--- src/ptd_pkg.sv ---
// Shared types, register codes and palette expansion helpers for the paletted
// texture decoder. No dependencies.
`default_nettype none

package ptd_pkg;

   localparam int CSR_ADDR_W = 2;
   localparam int CSR_DATA_W = 13;
   localparam int FMT_W      = 4;
   localparam int DIM_REG_W  = 13;

   // register indexes
   localparam logic [CSR_ADDR_W-1:0] CSR_FORMAT = 2'd0;
   localparam logic [CSR_ADDR_W-1:0] CSR_WIDTH  = 2'd1;
   localparam logic [CSR_ADDR_W-1:0] CSR_HEIGHT = 2'd2;

   // format codes
   localparam logic [FMT_W-1:0] FMT_P4_RGB8   = 4'd0;
   localparam logic [FMT_W-1:0] FMT_P4_RGBA8  = 4'd1;
   localparam logic [FMT_W-1:0] FMT_P4_RGB565 = 4'd2;
   localparam logic [FMT_W-1:0] FMT_P4_RGBA4  = 4'd3;
   localparam logic [FMT_W-1:0] FMT_P4_RGB5A1 = 4'd4;
   localparam logic [FMT_W-1:0] FMT_P8_RGB8   = 4'd5;
   localparam logic [FMT_W-1:0] FMT_P8_RGBA8  = 4'd6;
   localparam logic [FMT_W-1:0] FMT_P8_RGB565 = 4'd7;
   localparam logic [FMT_W-1:0] FMT_P8_RGBA4  = 4'd8;
   localparam logic [FMT_W-1:0] FMT_P8_RGB5A1 = 4'd9;

   typedef enum logic [2:0] {
      ENC_RGB8,
      ENC_RGBA8,
      ENC_RGB565,
      ENC_RGBA4,
      ENC_RGB5A1
   } enc_type;

   typedef enum logic {
      PH_PALETTE,
      PH_INDEX
   } phase_type;

   typedef struct packed {
      logic    known;
      logic    wide;
      enc_type enc;
   } fmt_type;

   // tag that travels with a palette read
   typedef struct packed {
      logic valid;
      logic last;
      logic zero;
   } rd_tag_type;

   typedef struct packed {
      logic       last_pixel;
      logic [7:0] alpha;
      logic [7:0] blue;
      logic [7:0] green;
      logic [7:0] red;
   } pix_type;

   function automatic fmt_type decode_format(logic [FMT_W-1:0] code);
      fmt_type f;
      f = '{known: 1'b1, wide: 1'b0, enc: ENC_RGB8};
      case (code)
         FMT_P4_RGB8:   f.enc = ENC_RGB8;
         FMT_P4_RGBA8:  f.enc = ENC_RGBA8;
         FMT_P4_RGB565: f.enc = ENC_RGB565;
         FMT_P4_RGBA4:  f.enc = ENC_RGBA4;
         FMT_P4_RGB5A1: f.enc = ENC_RGB5A1;
         FMT_P8_RGB8:   begin f.wide = 1'b1; f.enc = ENC_RGB8;   end
         FMT_P8_RGBA8:  begin f.wide = 1'b1; f.enc = ENC_RGBA8;  end
         FMT_P8_RGB565: begin f.wide = 1'b1; f.enc = ENC_RGB565; end
         FMT_P8_RGBA4:  begin f.wide = 1'b1; f.enc = ENC_RGBA4;  end
         FMT_P8_RGB5A1: begin f.wide = 1'b1; f.enc = ENC_RGB5A1; end
         default:       f.known = 1'b0;
      endcase
      return f;
   endfunction

   // byte position of the final byte of one palette entry
   function automatic logic [1:0] entry_last_pos(enc_type enc);
      logic [1:0] p;
      case (enc)
         ENC_RGB8:  p = 2'd2;
         ENC_RGBA8: p = 2'd3;
         default:   p = 2'd1;
      endcase
      return p;
   endfunction

   function automatic logic [7:0] rep4(logic [3:0] v);
      return {v, v};
   endfunction

   function automatic logic [7:0] rep5(logic [4:0] v);
      return {v, v[4:2]};
   endfunction

   function automatic logic [7:0] rep6(logic [5:0] v);
      return {v, v[5:4]};
   endfunction

   // raw little-endian entry to {a, b, g, r}
   function automatic logic [31:0] expand_entry(enc_type enc, logic [31:0] raw);
      logic [15:0] v;
      logic [31:0] res;
      v = raw[15:0];
      case (enc)
         ENC_RGB8:   res = {8'hFF, raw[23:0]};
         ENC_RGBA8:  res = raw;
         ENC_RGB565: res = {8'hFF, rep5(v[4:0]), rep6(v[10:5]), rep5(v[15:11])};
         ENC_RGBA4:  res = {rep4(v[3:0]), rep4(v[7:4]), rep4(v[11:8]), rep4(v[15:12])};
         default:    res = {(v[0] ? 8'hFF : 8'h00), rep5(v[5:1]), rep5(v[10:6]),
                            rep5(v[15:11])};
      endcase
      return res;
   endfunction

endpackage

`default_nettype wire

--- src/ptd_index_issue.sv ---
// Index phase: holds one index byte, counts pixels and issues palette reads.
// Uses ptd_pkg.
`default_nettype none

module ptd_index_issue #(
   parameter int  PALETTE_DEPTH = 256,
   parameter int  MAX_DIMENSION = 4096,
   localparam int AW            = $clog2(PALETTE_DEPTH)
) (
   input  wire logic                              clock,
   input  wire logic                              reset,
   input  wire logic                              restart,
   input  wire logic                              accept,
   input  wire logic [7:0]                        data_byte,
   input  wire logic                              wide,
   input  wire logic [ptd_pkg::DIM_REG_W-1:0]     image_width,
   input  wire logic [ptd_pkg::DIM_REG_W-1:0]     image_height,
   input  wire logic                              room,
   output logic                                   take_ok,
   output ptd_pkg::rd_tag_type                    rd_tag,
   output logic      [AW-1:0]                     rd_addr
);
   import ptd_pkg::*;

   localparam int         DIM_W  = $clog2(MAX_DIMENSION + 1);
   localparam int         CNT_W  = $clog2(MAX_DIMENSION * MAX_DIMENSION + 1);
   localparam logic [8:0] DEPTH9 = 9'(PALETTE_DEPTH);
   localparam logic [DIM_REG_W:0] MAXD = (DIM_REG_W + 1)'(MAX_DIMENSION);

   logic [DIM_REG_W:0]   w_ext, h_ext, w_clamp, h_clamp;
   logic [2*DIM_W-1:0]   product;
   logic [CNT_W-1:0]     total_ff, total_in;
   logic [CNT_W-1:0]     done_ff, done_in;
   logic                 pend_valid_ff, pend_valid_in;
   logic                 pend_hi_ff, pend_hi_in;
   logic [7:0]           pend_byte_ff, pend_byte_in;
   logic [7:0]           idx;
   logic                 exhausted, can_issue, finish;

   // pixel total, settled long before the first index byte arrives
   assign w_ext    = {1'b0, image_width};
   assign h_ext    = {1'b0, image_height};
   assign w_clamp  = (w_ext > MAXD) ? MAXD : w_ext;
   assign h_clamp  = (h_ext > MAXD) ? MAXD : h_ext;
   assign product  = w_clamp[DIM_W-1:0] * h_clamp[DIM_W-1:0];
   assign total_in = product[CNT_W-1:0];

   assign idx = wide       ? pend_byte_ff :
                pend_hi_ff ? {4'h0, pend_byte_ff[7:4]} : {4'h0, pend_byte_ff[3:0]};

   assign exhausted = (done_ff >= total_ff);
   assign can_issue = pend_valid_ff && !exhausted && room;
   assign finish    = pend_valid_ff && (exhausted || (can_issue && (wide || pend_hi_ff)));
   assign take_ok   = !pend_valid_ff || finish;

   assign rd_tag.valid = can_issue;
   assign rd_tag.last  = ((done_ff + CNT_W'(1)) == total_ff);
   assign rd_tag.zero  = ({1'b0, idx} >= DEPTH9);
   assign rd_addr      = idx[AW-1:0];

   always_comb begin
      pend_valid_in = pend_valid_ff;
      pend_hi_in    = pend_hi_ff;
      pend_byte_in  = pend_byte_ff;
      done_in       = done_ff;
      if (restart) begin
         pend_valid_in = 1'b0;
         pend_hi_in    = 1'b0;
         done_in       = '0;
      end else begin
         if (can_issue) begin
            done_in    = done_ff + CNT_W'(1);
            pend_hi_in = 1'b1;
         end
         if (accept) begin
            pend_valid_in = 1'b1;
            pend_hi_in    = 1'b0;
            pend_byte_in  = data_byte;
         end else if (finish) begin
            pend_valid_in = 1'b0;
         end
      end
   end

   always_ff @(posedge clock) begin
      if (reset) begin
         pend_valid_ff <= 1'b0;
         pend_hi_ff    <= 1'b0;
         done_ff       <= '0;
         total_ff      <= '0;
      end else begin
         pend_valid_ff <= pend_valid_in;
         pend_hi_ff    <= pend_hi_in;
         done_ff       <= done_in;
         total_ff      <= total_in;
      end
      pend_byte_ff <= pend_byte_in;
   end

endmodule

`default_nettype wire

--- config.mk ---
export PLATFORM = sky130hd
export DESIGN_NAME = ptd_index_issue
export DESIGN_NICKNAME = d
export VERILOG_FILES = /design/src/ptd_pkg.sv /design/src/ptd_index_issue.sv
export SDC_FILE = /design/constraint.sdc
export NUM_CORES = 1
export LEC_CHECK = 0
export ABC_AREA = 0
export BUFFER_PORTS_ARGS = -buffer_cell sky130_fd_sc_hd__buf_2
export CAP_MARGIN = 40
export CORE_MARGIN = 2
export CORE_UTILIZATION = 50
export DETAILED_ROUTE_END_ITERATION = 8
export PLACE_DENSITY = 0.74
export SYNTH_ARGS = -nofsm -noshare
export SYNTH_HDL_FRONTEND = slang
export SYNTH_SLANG_ARGS = --single-unit
--- constraint.sdc ---
create_clock -name clock -period 7.2 [get_ports clock]
set_clock_uncertainty 0.15 [all_clocks]
set_input_delay 0.72 -clock clock [delete_from_list [all_inputs] [get_ports clock]]
set_output_delay 0.72 -clock clock [all_outputs]
set_load 0.03 [all_outputs]
# After elaboration in Yosys (flattened, before gate mapping)
# Index checks and enable logic that the tools add are counted.
word_totals:
  regBits: 60
  latchBits: 0
  ramBits: 0
  rom_bits: 0
  in_bits: 40
  out_inout_bits: 12
  word_cells: 31
  mem_count: 0
op_classes:
  add_sub_neg: 1
  n_mul: 1
  n_div: 0
  n_lt_le_gt_ge: 3
  eq_ne: 1
  n_shift: 0
  muxes: 6
  bitwise_logic: 1
  n_reduce_logical: 13
ops:
  columns: ["cell", "n"]
  rows:
  - ["> comparator 13 bit (second input constant)", 2]
  - ["2-to-1 mux 13 bit", 2]
  - ["adder 25 x 1 -> 25 bit (second input constant)", 1]
  - ["equality test 25 bit", 1]
  - [">= comparator 25 bit", 1]
  - ["multiplier 13 x 13 -> 25 bit", 1]
  - ["2-to-1 mux 8 bit", 1]
  - ["logical AND 1 bit", 4]
  - ["2-to-1 mux 4 bit", 1]
  - ["logical OR 1 bit", 3]
  - ["OR reduction 3 bit", 1]
  - ["logical NOT 1 bit", 2]
  - ["2-to-1 mux 1 bit", 2]
  - ["AND reduction 2 bit", 1]
  - ["nonzero test 2 bit", 1]
  - ["OR reduction 2 bit", 1]
  - ["NOT 1 bit", 1]

# Logic depth before layout (Yosys ltp)
# Gate-level depths: netlist of run 1.
depth:
  word_depth: 9
  mapped_depth: 22
  ltp_nobuf: 20

# Least setup slack after synthesis of run 1
# OpenSTA, ideal clock, no wires.
synth_timing:
  kind: "input to register"
  from: "in image_width[12] (netlist name)"
  to: "reg total_ff[23]"
  setup_ns: 0.121
  arrival_time_ns: 6.076
  path_slack_ns: 0.854
  path_stages: 22
  n_path_buf: 2
  cell_sequence: "clkbuf_1 -> clkinv_1 -> clkbuf_1 -> nand2_1 -> nor2_1 -> fa_1 -> inv_1 -> fa_1 -> inv_1 -> fa_1 -> inv_1 -> fa_1 -> fa_1 -> inv_1 -> ha_1 -> nor3_1 -> nor2_1 -> a31oi_1 -> o31ai_1 -> a41o_1 -> a311oi_1 -> mux2_2"
synth_between:
  elab_chain_len: 3
synth_rtl:
  columns: ["item", "line_no", "rtl"]
  rows:
  - ["start: declaration", "ptd_index_issue.sv:16", "input wire logic [ptd_pkg::DIM_REG_W-1:0] image_width,"]
  - ["> comparator 13 bit", "ptd_index_issue.sv:43", "assign w_clamp = (w_ext > MAXD) ? MAXD : w_ext;"]
  - ["2-to-1 mux 13 bit (*)", "ptd_index_issue.sv:43", null]
  - ["multiplier 13 x 13 -> 25 bit (*)", "ptd_index_issue.sv:45", "assign product = w_clamp[DIM_W-1:0] * h_clamp[DIM_W-1:0];"]
  - ["end signal: assignment", "ptd_index_issue.sv:95", "total_ff <= total_in;"]
  - ["end: declaration", "ptd_index_issue.sv:32", "logic [CNT_W-1:0] total_ff, total_in;"]
# Every way passes the cells marked *; elsewhere a longest branch is shown, timed or not.
# A chain may end at the register's enable or synchronous reset.

# Worst setup path in the final report of run 1
layout_timing:
  from: "in image_height[12] (netlist name)"
  to: "reg total_ff[23]"
layout_between:
  elab_chain_len: 3
layout_rtl:
  columns: ["item", "line_no", "rtl"]
  rows:
  - ["start: declaration", "ptd_index_issue.sv:17", "input wire logic [ptd_pkg::DIM_REG_W-1:0] image_height,"]
  - ["> comparator 13 bit", "ptd_index_issue.sv:44", "assign h_clamp = (h_ext > MAXD) ? MAXD : h_ext;"]
  - ["2-to-1 mux 13 bit (*)", "ptd_index_issue.sv:44", null]
  - ["multiplier 13 x 13 -> 25 bit (*)", "ptd_index_issue.sv:45", null]
# Marked as above.

==> results of run 1 <==
==> worst paths after layout <==
kind,end,slack [ns],depth (start not counted)
min reg2reg,done_ff[24],0.37,2
max reg2reg,done_ff[4],4.24,10
min,done_ff[24],0.37,2
max,total_ff[23],0.77,20
==> state kept, by name, summed over array words and instances (netlist names) <==
| signal | flops |
|---|---|
| done_ff | 25 |
| pend_byte_ff | 8 |
| pend_hi_ff | 1 |
| pend_valid_ff | 1 |
| total_ff | 25 |
==> worst reg2reg max path, stage by stage (launching register included) <==
cell and delay (ns):
dfxtp_1 0.41, inv_1 0.10, ha_1 0.30, nand2b_4 0.15, a2111oi_2 0.36, nor3_1 0.13, o21ai_2 0.25, a211oi_2 0.12
buf_4 0.24, or4_1 0.53, a21oi_1 0.16
==> final cells by class <==
class	count	area share
clock inverter	5	0.007610
timing repair buffer	71	0.04142
clock buffer	11	0.02320
multi-input combinational	808	0.6936
sequential	60	0.1277
tap	229	0.02857
inverter	208	0.07784
==> placed cells by master, fill, tap and decap left out, types with 10 or more instances in the layout <==
| cell type | n |
|---|---|
| or4_1 | 11 |
| xor2_1 | 21 |
| o21ai_0 | 18 |
| nand4_1 | 16 |
| dfxtp_1 | 52 |
| nor2_1 | 117 |
| buf_2 | 50 |
| nand2b_1 | 14 |
| and2_1 | 18 |
| a31oi_1 | 10 |
| nor2b_1 | 29 |
| o31ai_1 | 11 |
| ha_1 | 94 |
| nand3_1 | 18 |
| xnor2_1 | 33 |
| fa_1 | 120 |
| a21o_1 | 12 |
| inv_1 | 207 |
| nand2_1 | 126 |
| a21oi_1 | 34 |
| nor3_1 | 19 |
| buf_4 | 20 |
==> synthesized netlist by cell type (14+ instances only) <==
master    number  area, µm²
inv_1        207      777.0
nand2_1      126      473.0
fa_1         120       2402
nor2_1       117      439.2
ha_1          94       1176
dfxtp_1       52       1041
a21oi_1       34      170.2
xnor2_1       33      289.0
clkbuf_1      29      108.9
nor2b_1       29      181.4
xor2_1        21      183.9
nor3_1        19      95.09
and2_1        18      112.6
nand3_1       18      90.09
o21ai_0       18      90.09
nand4_1       16      100.1
nand2b_1      14      87.58
==> logic make-up (layout without fill, tap and decap cells) <==
logic type | count (synthesis) | in the layout | share of synthesized area
AOI/OAI and AO/OA | 127 | 127 | 0.09270
xor gates and xnor gates | 54 | 54 | 0.05130
adders and majority gates | 214 | 214 | 0.3882
buffers and inverters | 252 | 295 | 0.1064
DFF | 60 | 60 | 0.1390
muxes | 14 | 14 | 0.01602
other | 1 | 1 | 0.0004068
and+or+nand+nor | 398 | 398 | 0.2060
==> metrics by stage <==
stage	std cells	instance area (µm²)	total power [µW]	hold WS [ns]	util
2_1_floorplan	1120	9219	897.8	0.3243	-
3_3_place_gp	1374	9698	1043	0.3408	0.5380
3_5_place_dp	1376	9721	1059	0.3583	0.5393
4_1_cts	1392	10030	1517	0.3648	0.5564
5_1_grt	1392	10030	1630	0.4013	0.5564
6_report	1392	10030	1514	0.3658	0.5564
==> metal layers <==
metal / vias to the layer above / track usage / wire, µm
li1: 3651 / - / -
met4: 0 / 0.09211 / 800
met5: - / 0 / 0
met1: 3662 / 0.2944 / 9421
met2: 241 / 0.4162 / 10870
met3: 57 / 0.02822 / 1069
==> power breakdown <==
part	total, µW	internal [µW]	switching (µW)
logic	653	267	387
clock network	454	301	154
registers	406	376	30.0
total	1510	944	570
==> results by group, run 1 <==
Clock tree
  • # clock sinks: 60
  • Worst-Skew Late Latency: 0.34 ns
  • Postcts setup bufs: 0
  • H-tree Lvls: 3
  • Clk root buf: clkbuf_16
  • Post-cts hold buffer count: 0
  • Max clock buf depth: 2
  • Number of buffers created by CTS: 9
  • Worst-path clk slew: 0.05 ns
  • CTS tree: yes
  • Resize count post-CTS: 0

Placed design
  • IO Port Bufs: 50
  • GPL Wtd Cong: 0.9175
  • DP HPWL: 18030 µm
  • Pre-CTS WS: 0.4226 ns

Synth
  • Post-synth cell types: 64
  • Synthesized Nets: 1374
  • Register area share after synthesis: 0.1390
  • Post-Syn Instances: 1120
  • Mapped Area: 9219 µm²
  • Ys async rst share: 0
  • Top_reg_cell synth: dfxtp_1
  • Synth warn: 0
  • Post-synth EDFFs: 8
  • Register bit total from synthesis: 60
  • Post-synthesis average cell area: 8.231 µm²

Min path
  • Hold_sp: done_ff[24]
  • Worst Hold Class: reg -> reg

Finish
  • FILL cells: 1662
  • Multi-input gate area: 6957 µm²
  • Area growth syn-to-layout: 8.795%
  • Final net count: 1412
  • Sequential standard cell area: 1281 µm²
  • Share of cells above drive strength 1: 0.09200
  • Inserted Diodes: 0

Critical path
  • Critical Path Source: image_height[12]
  • Critical Path Start Type: primary input
  • Critical Path AT: 6.51 ns
  • CP Buf/Inv Count: 5
  • CP endpoint kind: flop
  • Crit-path slowest cell: fa_1
  • Crit-path most repeated cell: fa_1
  • Crit path kind: in -> reg
  • Worst flop-to-flop path startpoint: done_ff[0]
  • CP Data Required Time: 7.28 ns
  • Largest stage delay on the critical path: 0.54 ns
  • CP delay by family, top: adder cells
  • Cell Chain, Critical Path: buf_2, nand2b_1, nor2_1, fa_1, inv_1, fa_1, inv_1, fa_1, inv_1, fa_1, fa_1, inv_1, ha_1, nor3_1, nor2_1, a31oi_1, o31ai_1, a41o_1, a311oi_1, mux2_2
  • Crit-path max FO: 32

STA
  • Actual slew at the worst max-slew pin: 0.7397 ns
  • Max Slew Vio Count: 0
  • Max Clock Freq: 0.1555 GHz
  • TNS Setup: 0 ns
  • Max transition margin: 0.5031
  • Final Hold Vio Count: 0
  • Min cycle time layout: 6.429 ns
  • Tcrit/Tclk final: 0.8929
  • Unrepaired setup endpoints after global routing: no
  • PnR worst setup slack: 0.7708 ns
  • Final setup viols: 0

Die
  • Die Ht: 139.8 µm
  • Initial core utilization: 0.5115
  • Core area: 18020 µm²
  • Io pins: 52
  • Die width: 139.8 µm
  • Die ar.: 19540 µm²
  • Site row count: 49

Detailed routing
  • Vias: 7611
  • Final ANT Viol Nets: 0
  • Post-Route WL: 22160 µm
  • Number of DRC markers in iteration 0: 596
  • DRC: 0
  • DR WL/cell: 15.92 µm
  • DR pass1 iterations: 5
  • Vias per cell: 5.468

Global route
  • Initial antenna violation count: 0
  • Largest net degree at the start of global routing: 36
  • Number of global-route vias before repair: 7785
  • Global-route wire length before repair: 37180 µm
  • GRT overflow: 0
  • GRT Overall Usage: 0.2357

Flow run
  • Max cap viols: 0

Pwr
  • P per Cell Area: 151.0 nW/µm²
  • Worst VDD drop: 0.2130 mV
  • Static Leak: 0.004876 µW

Outcome
  • Outcome: finished clean
Power figures use the tool's default switching activity.
==> run 2: changes to the inputs <==
--- a/config.mk
+++ b/config.mk
@@ -8,10 +8,12 @@
 export ABC_AREA = 0
 export BUFFER_PORTS_ARGS = -buffer_cell sky130_fd_sc_hd__buf_2
 export CAP_MARGIN = 40
+export CELL_PAD_IN_SITES_DETAIL_PLACEMENT = 0
+export CELL_PAD_IN_SITES_GLOBAL_PLACEMENT = 1
 export CORE_MARGIN = 2
-export CORE_UTILIZATION = 50
+export CORE_UTILIZATION = 48
 export DETAILED_ROUTE_END_ITERATION = 8
-export PLACE_DENSITY = 0.74
+export PLACE_DENSITY = 0.81
 export SYNTH_ARGS = -nofsm -noshare
 export SYNTH_HDL_FRONTEND = slang
 export SYNTH_SLANG_ARGS = --single-unit
==> run 2 against run 1 <==
Net effect:
- wire length increased by 0.77%
- non-clock buffer count rose by 2
- sequential share of layout area barely moved
- clock power decreased by 7.3%
- combinational power fell by 1%
- design area hardly changed
- total power decreased by 2.8%
- core utilization shrank 2.2 points
- final cell count grew 0.50%
- count of clock-buffer cells in the layout did not move
- register-to-register slack worse by 0.02 ns
- critical endpoint unchanged
- largest cell class unchanged
- highest routed layer unchanged
==> results by group, run 2 (same netlist as run 1, synthesis figures left out) <==
STA
  • Max transition margin: 0.4949 (-0.008209)
  • Max Clock Freq: 0.1551 GHz (-0.27%)
  • Final Hold Vio Count: 0 (unchanged)
  • Final hold slack: 0.3677 ns (+0.001855 ns)
  • Unrepaired setup endpoints after global routing: no
  • PnR worst setup slack: 0.7535 ns (-0.01735 ns)
  • Final setup viols: 0 (unchanged)
  • Min cycle time layout: 6.447 ns (+0.01735 ns)
  • Tcrit/Tclk final: 0.8954 (+0.002409)
  • Max Slew Vio Count: 0 (unchanged)
  • TNS Setup: 0 ns (unchanged)
  • Actual slew at the worst max-slew pin: 0.7519 ns (+0.01222 ns)

Global route
  • GRT overflow: 0 (unchanged)
  • Initial antenna violation count: 0 (unchanged)
  • GRT Overall Usage: 0.2317 (-0.003961)
  • Global-route wire length before repair: 37090 µm (-0.24%)
  • Number of global-route vias before repair: 7385 (-5.1%)
  • Largest net degree at the start of global routing: 36 (unchanged)

Clock tree
  • Post-cts hold buffer count: 0 (unchanged)
  • Max clock buf depth: 2 (unchanged)
  • H-tree Lvls: 3 (unchanged)
  • CTS tree: yes
  • Clk root buf: clkbuf_16
  • # clock sinks: 60 (unchanged)
  • Resize count post-CTS: 0 (unchanged)
  • Number of buffers created by CTS: 9 (unchanged)
  • Worst-Skew Late Latency: 0.33 ns (about the same)
  • Postcts setup bufs: 0 (unchanged)
  • Worst-path clk slew: 0.05 ns (about the same)

Detailed routing
  • Vias per cell: 5.343 (-2.3%)
  • Post-Route WL: 22330 µm (+0.77%)
  • DR WL/cell: 15.96 µm (+0.26%)
  • Vias: 7475 (-1.8%)
  • Final ANT Viol Nets: 0 (unchanged)
  • Number of DRC markers in iteration 0: 370 (-38%)
  • DR pass1 iterations: 5 (unchanged)
  • DRC: 0 (unchanged)

Critical path
  • Critical Path AT: 6.51 ns (about the same)
  • Critical Path Source: image_height[12]
  • Crit path kind: in -> reg
  • CP endpoint kind: flop
  • Critical Path Start Type: primary input
  • CP Data Required Time: 7.26 ns (-0.02 ns)
  • Worst flop-to-flop path startpoint: done_ff[0]
  • Crit-path max FO: 32 (unchanged)

Finish
  • Layout Cells excl Fill: 1399 (+0.50%)
  • Final net count: 1414 (+0.14%)
  • Sequential standard cell area: 1281 µm² (unchanged)
  • Top Registers: done_ff x25, total_ff x25, pend_byte_ff x8
  • FILL cells: 1808 (+8.8%)
  • Area growth syn-to-layout: 8.836% (about the same)
  • Inserted Diodes: 0 (unchanged)
  • Commonest non-fill, non-tap cell in the layout: inv_1
  • Util after Layout: 0.5346 (-0.02184)
  • Multi-input gate area: 6957 µm² (unchanged)
  • Most frequent cells in the layout: inv_1 (207), nand2_1 (126), fa_1 (120)
  • Share of cells above drive strength 1: 0.09528 (+0.003276)

Placed design
  • IO Port Bufs: 50 (unchanged)
  • Pre-CTS WS: 0.4019 ns (-0.02070 ns)
  • DP HPWL: 18520 µm (+2.7%)
  • GPL Wtd Cong: 0.9428 (+2.8%)
  • Dpl cells: 1383 (+0.51%)

Die
  • Core area: 18770 µm² (+4.1%)
  • Die ar.: 20330 µm² (+4.0%)
  • Die width: 142.6 µm (+2.0%)
  • Initial core utilization: 0.4912 (-0.02025)
  • Io pins: 52 (unchanged)
  • Die Ht: 142.6 µm (+2.0%)
  • Site row count: 50 (+2.0%)

Flow run
  • Max cap viols: 0 (unchanged)

Min path
  • Worst Hold Class: reg -> reg
  • Hold_sp: done_ff[24]

Outcome
  • Outcome: finished clean

Pwr
  • Static Leak: 0.004884 µW (+0.16%)
  • P per Cell Area: 146.6 nW/µm² (-2.9%)
  • Worst VDD drop: 0.1042 mV (-51%)
[run 2: cell type report]
class,count,area share
inverters,208,0.07781
well taps,234,0.02918
flip-flops and latches,60,0.1277
repair buffers,73,0.04252
clock inverters,5,0.005238
clock buffers,11,0.02419
multi-input cells,808,0.6934
[run 2: metrics by stage]
step | power (µW) | cell area [µm²]
4_1_cts | 1486 | 10030
2_1_floorplan | 897.8 | 9219
5_1_grt | 1603 | 10030
6_report | 1471 | 10030
3_3_place_gp | 1051 | 9727
3_5_place_dp | 1058 | 9738
[run 2: critical path: stages]
cell and delay, ns:
buf_2 0.40, nand2b_1 0.47, nor2_1 0.13, fa_1 0.57, inv_1 0.05, fa_1 0.47
inv_1 0.05, fa_1 0.49, inv_1 0.05, fa_1 0.50, fa_1 0.54, inv_1 0.04
ha_1 0.33, nor3_1 0.16, nor2_1 0.09, a31oi_1 0.27, o31ai_1 0.18, a41o_1 0.30
a311oi_1 0.31, mux2_2 0.37
[run 2: metal layers]
layer | track usage | vias up | part of all wire | routed length, µm
met2 | 0.3897 | 223 | 0.47 | 10500
met1 | 0.3089 | 3552 | 0.45 | 9984
met3 | 0.02086 | 49 | 0.046 | 1018
met5 | 0 | - | 0 | 0
met4 | 0.09276 | 0 | 0.037 | 823
li1 | - | 3651 | - | -
[run 2: where the power goes]
part	internal, µW	switching, µW
sequential	376	29.2
combinational	266	378
clock	275	147
total	917	554
[run 2: path summary, 6_finish.rpt]
check / slack [ns] / cells after the start / endpoint
min reg2reg: 0.37 / 2 / done_ff[24]
max: 0.75 / 20 / total_ff[23]
min: 0.37 / 2 / done_ff[24]
max reg2reg: 4.22 / 10 / done_ff[3]
==> run 3: changes to the inputs <==
--- a/config.mk
+++ b/config.mk
@@ -11,9 +11,9 @@
 export CELL_PAD_IN_SITES_DETAIL_PLACEMENT = 0
 export CELL_PAD_IN_SITES_GLOBAL_PLACEMENT = 1
 export CORE_MARGIN = 2
-export CORE_UTILIZATION = 48
+export CORE_UTILIZATION = 45
 export DETAILED_ROUTE_END_ITERATION = 8
-export PLACE_DENSITY = 0.81
+export PLACE_DENSITY = 0.77
 export SYNTH_ARGS = -nofsm -noshare
 export SYNTH_HDL_FRONTEND = slang
 export SYNTH_SLANG_ARGS = --single-unit
==> run 3 against run 2 <==
Net effect:
- critical path depth grew 1
- clock power about the same
- non-clock buffer count down 1
- sequential power about the same
- critical endpoint unchanged
==> results by group, run 3 (same netlist as run 1, synthesis figures left out) <==
Clock tree
  • Max clock buf depth: 2 (unchanged)
  • CTS tree: yes
  • Number of buffers created by CTS: 9 (unchanged)
  • Clk root buf: clkbuf_16
  • Worst-Skew Late Latency: 0.33 ns (about the same)
  • # clock sinks: 60 (unchanged)
  • Postcts setup bufs: 0 (unchanged)
  • Worst-path clk slew: 0.05 ns (about the same)
  • H-tree Lvls: 3 (unchanged)
  • Resize count post-CTS: 0 (unchanged)
  • Post-cts hold buffer count: 0 (unchanged)

Placed design
  • IO Port Bufs: 50 (unchanged)
  • DP HPWL: 18870 µm (+1.8%)
  • GPL Wtd Cong: 0.8796 (-6.7%)
  • Dpl cell area: 9776 µm² (+0.39%)

STA
  • Max Slew Vio Count: 0 (unchanged)
  • Actual slew at the worst max-slew pin: 0.7844 ns (+0.03254 ns)
  • Tcrit/Tclk final: 0.8930 (-0.002310)
  • Final Hold Vio Count: 0 (unchanged)
  • Min cycle time layout: 6.430 ns (-0.01663 ns)
  • Unrepaired setup endpoints after global routing: no
  • TNS Setup: 0 ns (unchanged)
  • Max Clock Freq: 0.1555 GHz (+0.26%)
  • Final setup viols: 0 (unchanged)
  • Max transition margin: 0.4760 (-0.01892)
  • Final hold slack: 0.3631 ns (-0.004598 ns)

Detailed routing
  • Post-Route WL: 22770 µm (+2.0%)
  • Vias per cell: 5.073 (-5.1%)
  • DR WL/cell: 15.88 µm (-0.51%)
  • Vias: 7275 (-2.7%)
  • Number of DRC markers in iteration 0: 281 (-24%)
  • DR pass1 iterations: 4 (-1)
  • DRC: 0 (unchanged)
  • Final ANT Viol Nets: 0 (unchanged)

Finish
  • Inserted Diodes: 0 (unchanged)
  • FILL cells: 2059 (+14%)
  • Share of cells above drive strength 1: 0.09450 (-0.0007773)
  • Fin area: 10070 µm² (+0.35%)
  • Final net count: 1413 (-0.071%)
  • Area growth syn-to-layout: 9.215%
  • Commonest non-fill, non-tap cell in the layout: inv_1
  • Most frequent cells in the layout: inv_1 (207), nand2_1 (126), fa_1 (120)
  • Top Registers: done_ff x25, total_ff x25, pend_byte_ff x8

Pwr
  • Static Leak: 0.004870 µW (-0.29%)
  • Worst VDD drop: 0.1233 mV (+18%)
  • P per Cell Area: 146.5 nW/µm² (about the same)
  • Total Power: 1475 µW (+0.29%)

Critical path
  • Crit-path max FO: 19 (-41%)
  • Crit path kind: in -> reg
  • Critical Path Start Type: primary input
  • CP Data Required Time: 7.27 ns (about the same)
  • Critical Path AT: 6.50 ns (about the same)
  • CP endpoint kind: flop

Die
  • Site row count: 52 (+4.0%)
  • Io pins: 52 (unchanged)
  • Core area: 20170 µm² (+7.5%)
  • Die Ht: 147.1 µm (+3.2%)
  • Die ar.: 21650 µm² (+6.5%)
  • Initial core utilization: 0.4571 (-0.03413)
  • Die width: 147.1 µm (+3.2%)

Global route
  • Number of global-route vias before repair: 7697 (+4.2%)
  • Initial antenna violation count: 0 (unchanged)
  • Largest net degree at the start of global routing: 36 (unchanged)
  • Global-route wire length before repair: 38670 µm (+4.3%)
  • GRT overflow: 0 (unchanged)
  • GRT Max-Usage Layer: met2
  • M1 GR Usage: 0.2911 (-0.01773)
  • Met2 usage: 0.3879 (-0.001826)
  • GRT met3 Usage: 0.02143 (+0.0005672)
  • GRT Overall Usage: 0.2240 (-0.007760)

Outcome
  • Outcome: finished clean

Min path
  • Worst Hold Class: reg -> reg

Flow run
  • Max cap viols: 0 (unchanged)
[run 3: cell types whose count changed in the layout (fill, tap and decap cells not counted), sizes merged]
cell | previous run | this run
buf | 73 | 72
clkbuf | 11 | 10
clkinv | 4 | 3
clkinvlp | 1 | 2
inv | 207 | 208
[run 3: path summary, 6_finish.rpt]
path / from / end / slack [ns] / cells past startpoint
setup reg to reg: done_ff[0] / done_ff[12] / 4.26 / 10
hold / removal: done_ff[24] / done_ff[24] / 0.36 / 2
hold reg to reg: done_ff[24] / done_ff[24] / 0.36 / 2
setup / recovery: image_width[12] / total_ff[23] / 0.77 / 21
[run 3: critical path, stage by stage]
cell and delay, ns:
buf_2 0.10, buf_4 0.21, nor2b_1 0.64, nand2_1 0.19, fa_1 0.52, fa_1 0.51, inv_1 0.05, fa_1 0.49
fa_1 0.49, inv_1 0.05, fa_1 0.48, inv_1 0.04, ha_1 0.31, a21o_1 0.19, a21o_1 0.17, a21oi_1 0.13
o31ai_1 0.08, buf_4 0.15, a41o_1 0.26, a311oi_1 0.32, mux2_2 0.38
[run 3: report_power, final]
group	total, µW	internal [µW]	switching [µW]
Combinational	648	268	380
Clock	421	267	154
Sequential	406	376	29.7
[run 3: routing by layer]
metal,up-vias,share of wire
met3,31,0.029
met1,3470,0.46
met2,129,0.48
li1,3645,-
met5,-,0
met4,0,0.030
[run 3: final cells by class]
type	count	area (µm²)	area share
inverter	208	780.7	0.07754
timing repair buffer	72	419.2	0.04163
sequential	60	1281	0.1273
clock buffer	10	229.0	0.02274
clock inverter	6	63.81	0.006338
multi-input combinational	808	6957	0.6909
tap	270	337.8	0.03355
[run 3: stage by stage]
| stage | cells | setup slack, ns | utilization |
|---|---|---|---|
| after floorplan | 1120 | 0.8537 | - |
| after global placement | 1417 | 0.4536 | 0.4841 |
| after detailed placement | 1418 | 0.3504 | 0.4847 |
| after CTS | 1434 | 0.7039 | 0.4992 |
| after global routing | 1434 | 0.3687 | 0.4992 |
| final | 1434 | 0.7701 | 0.4992 |
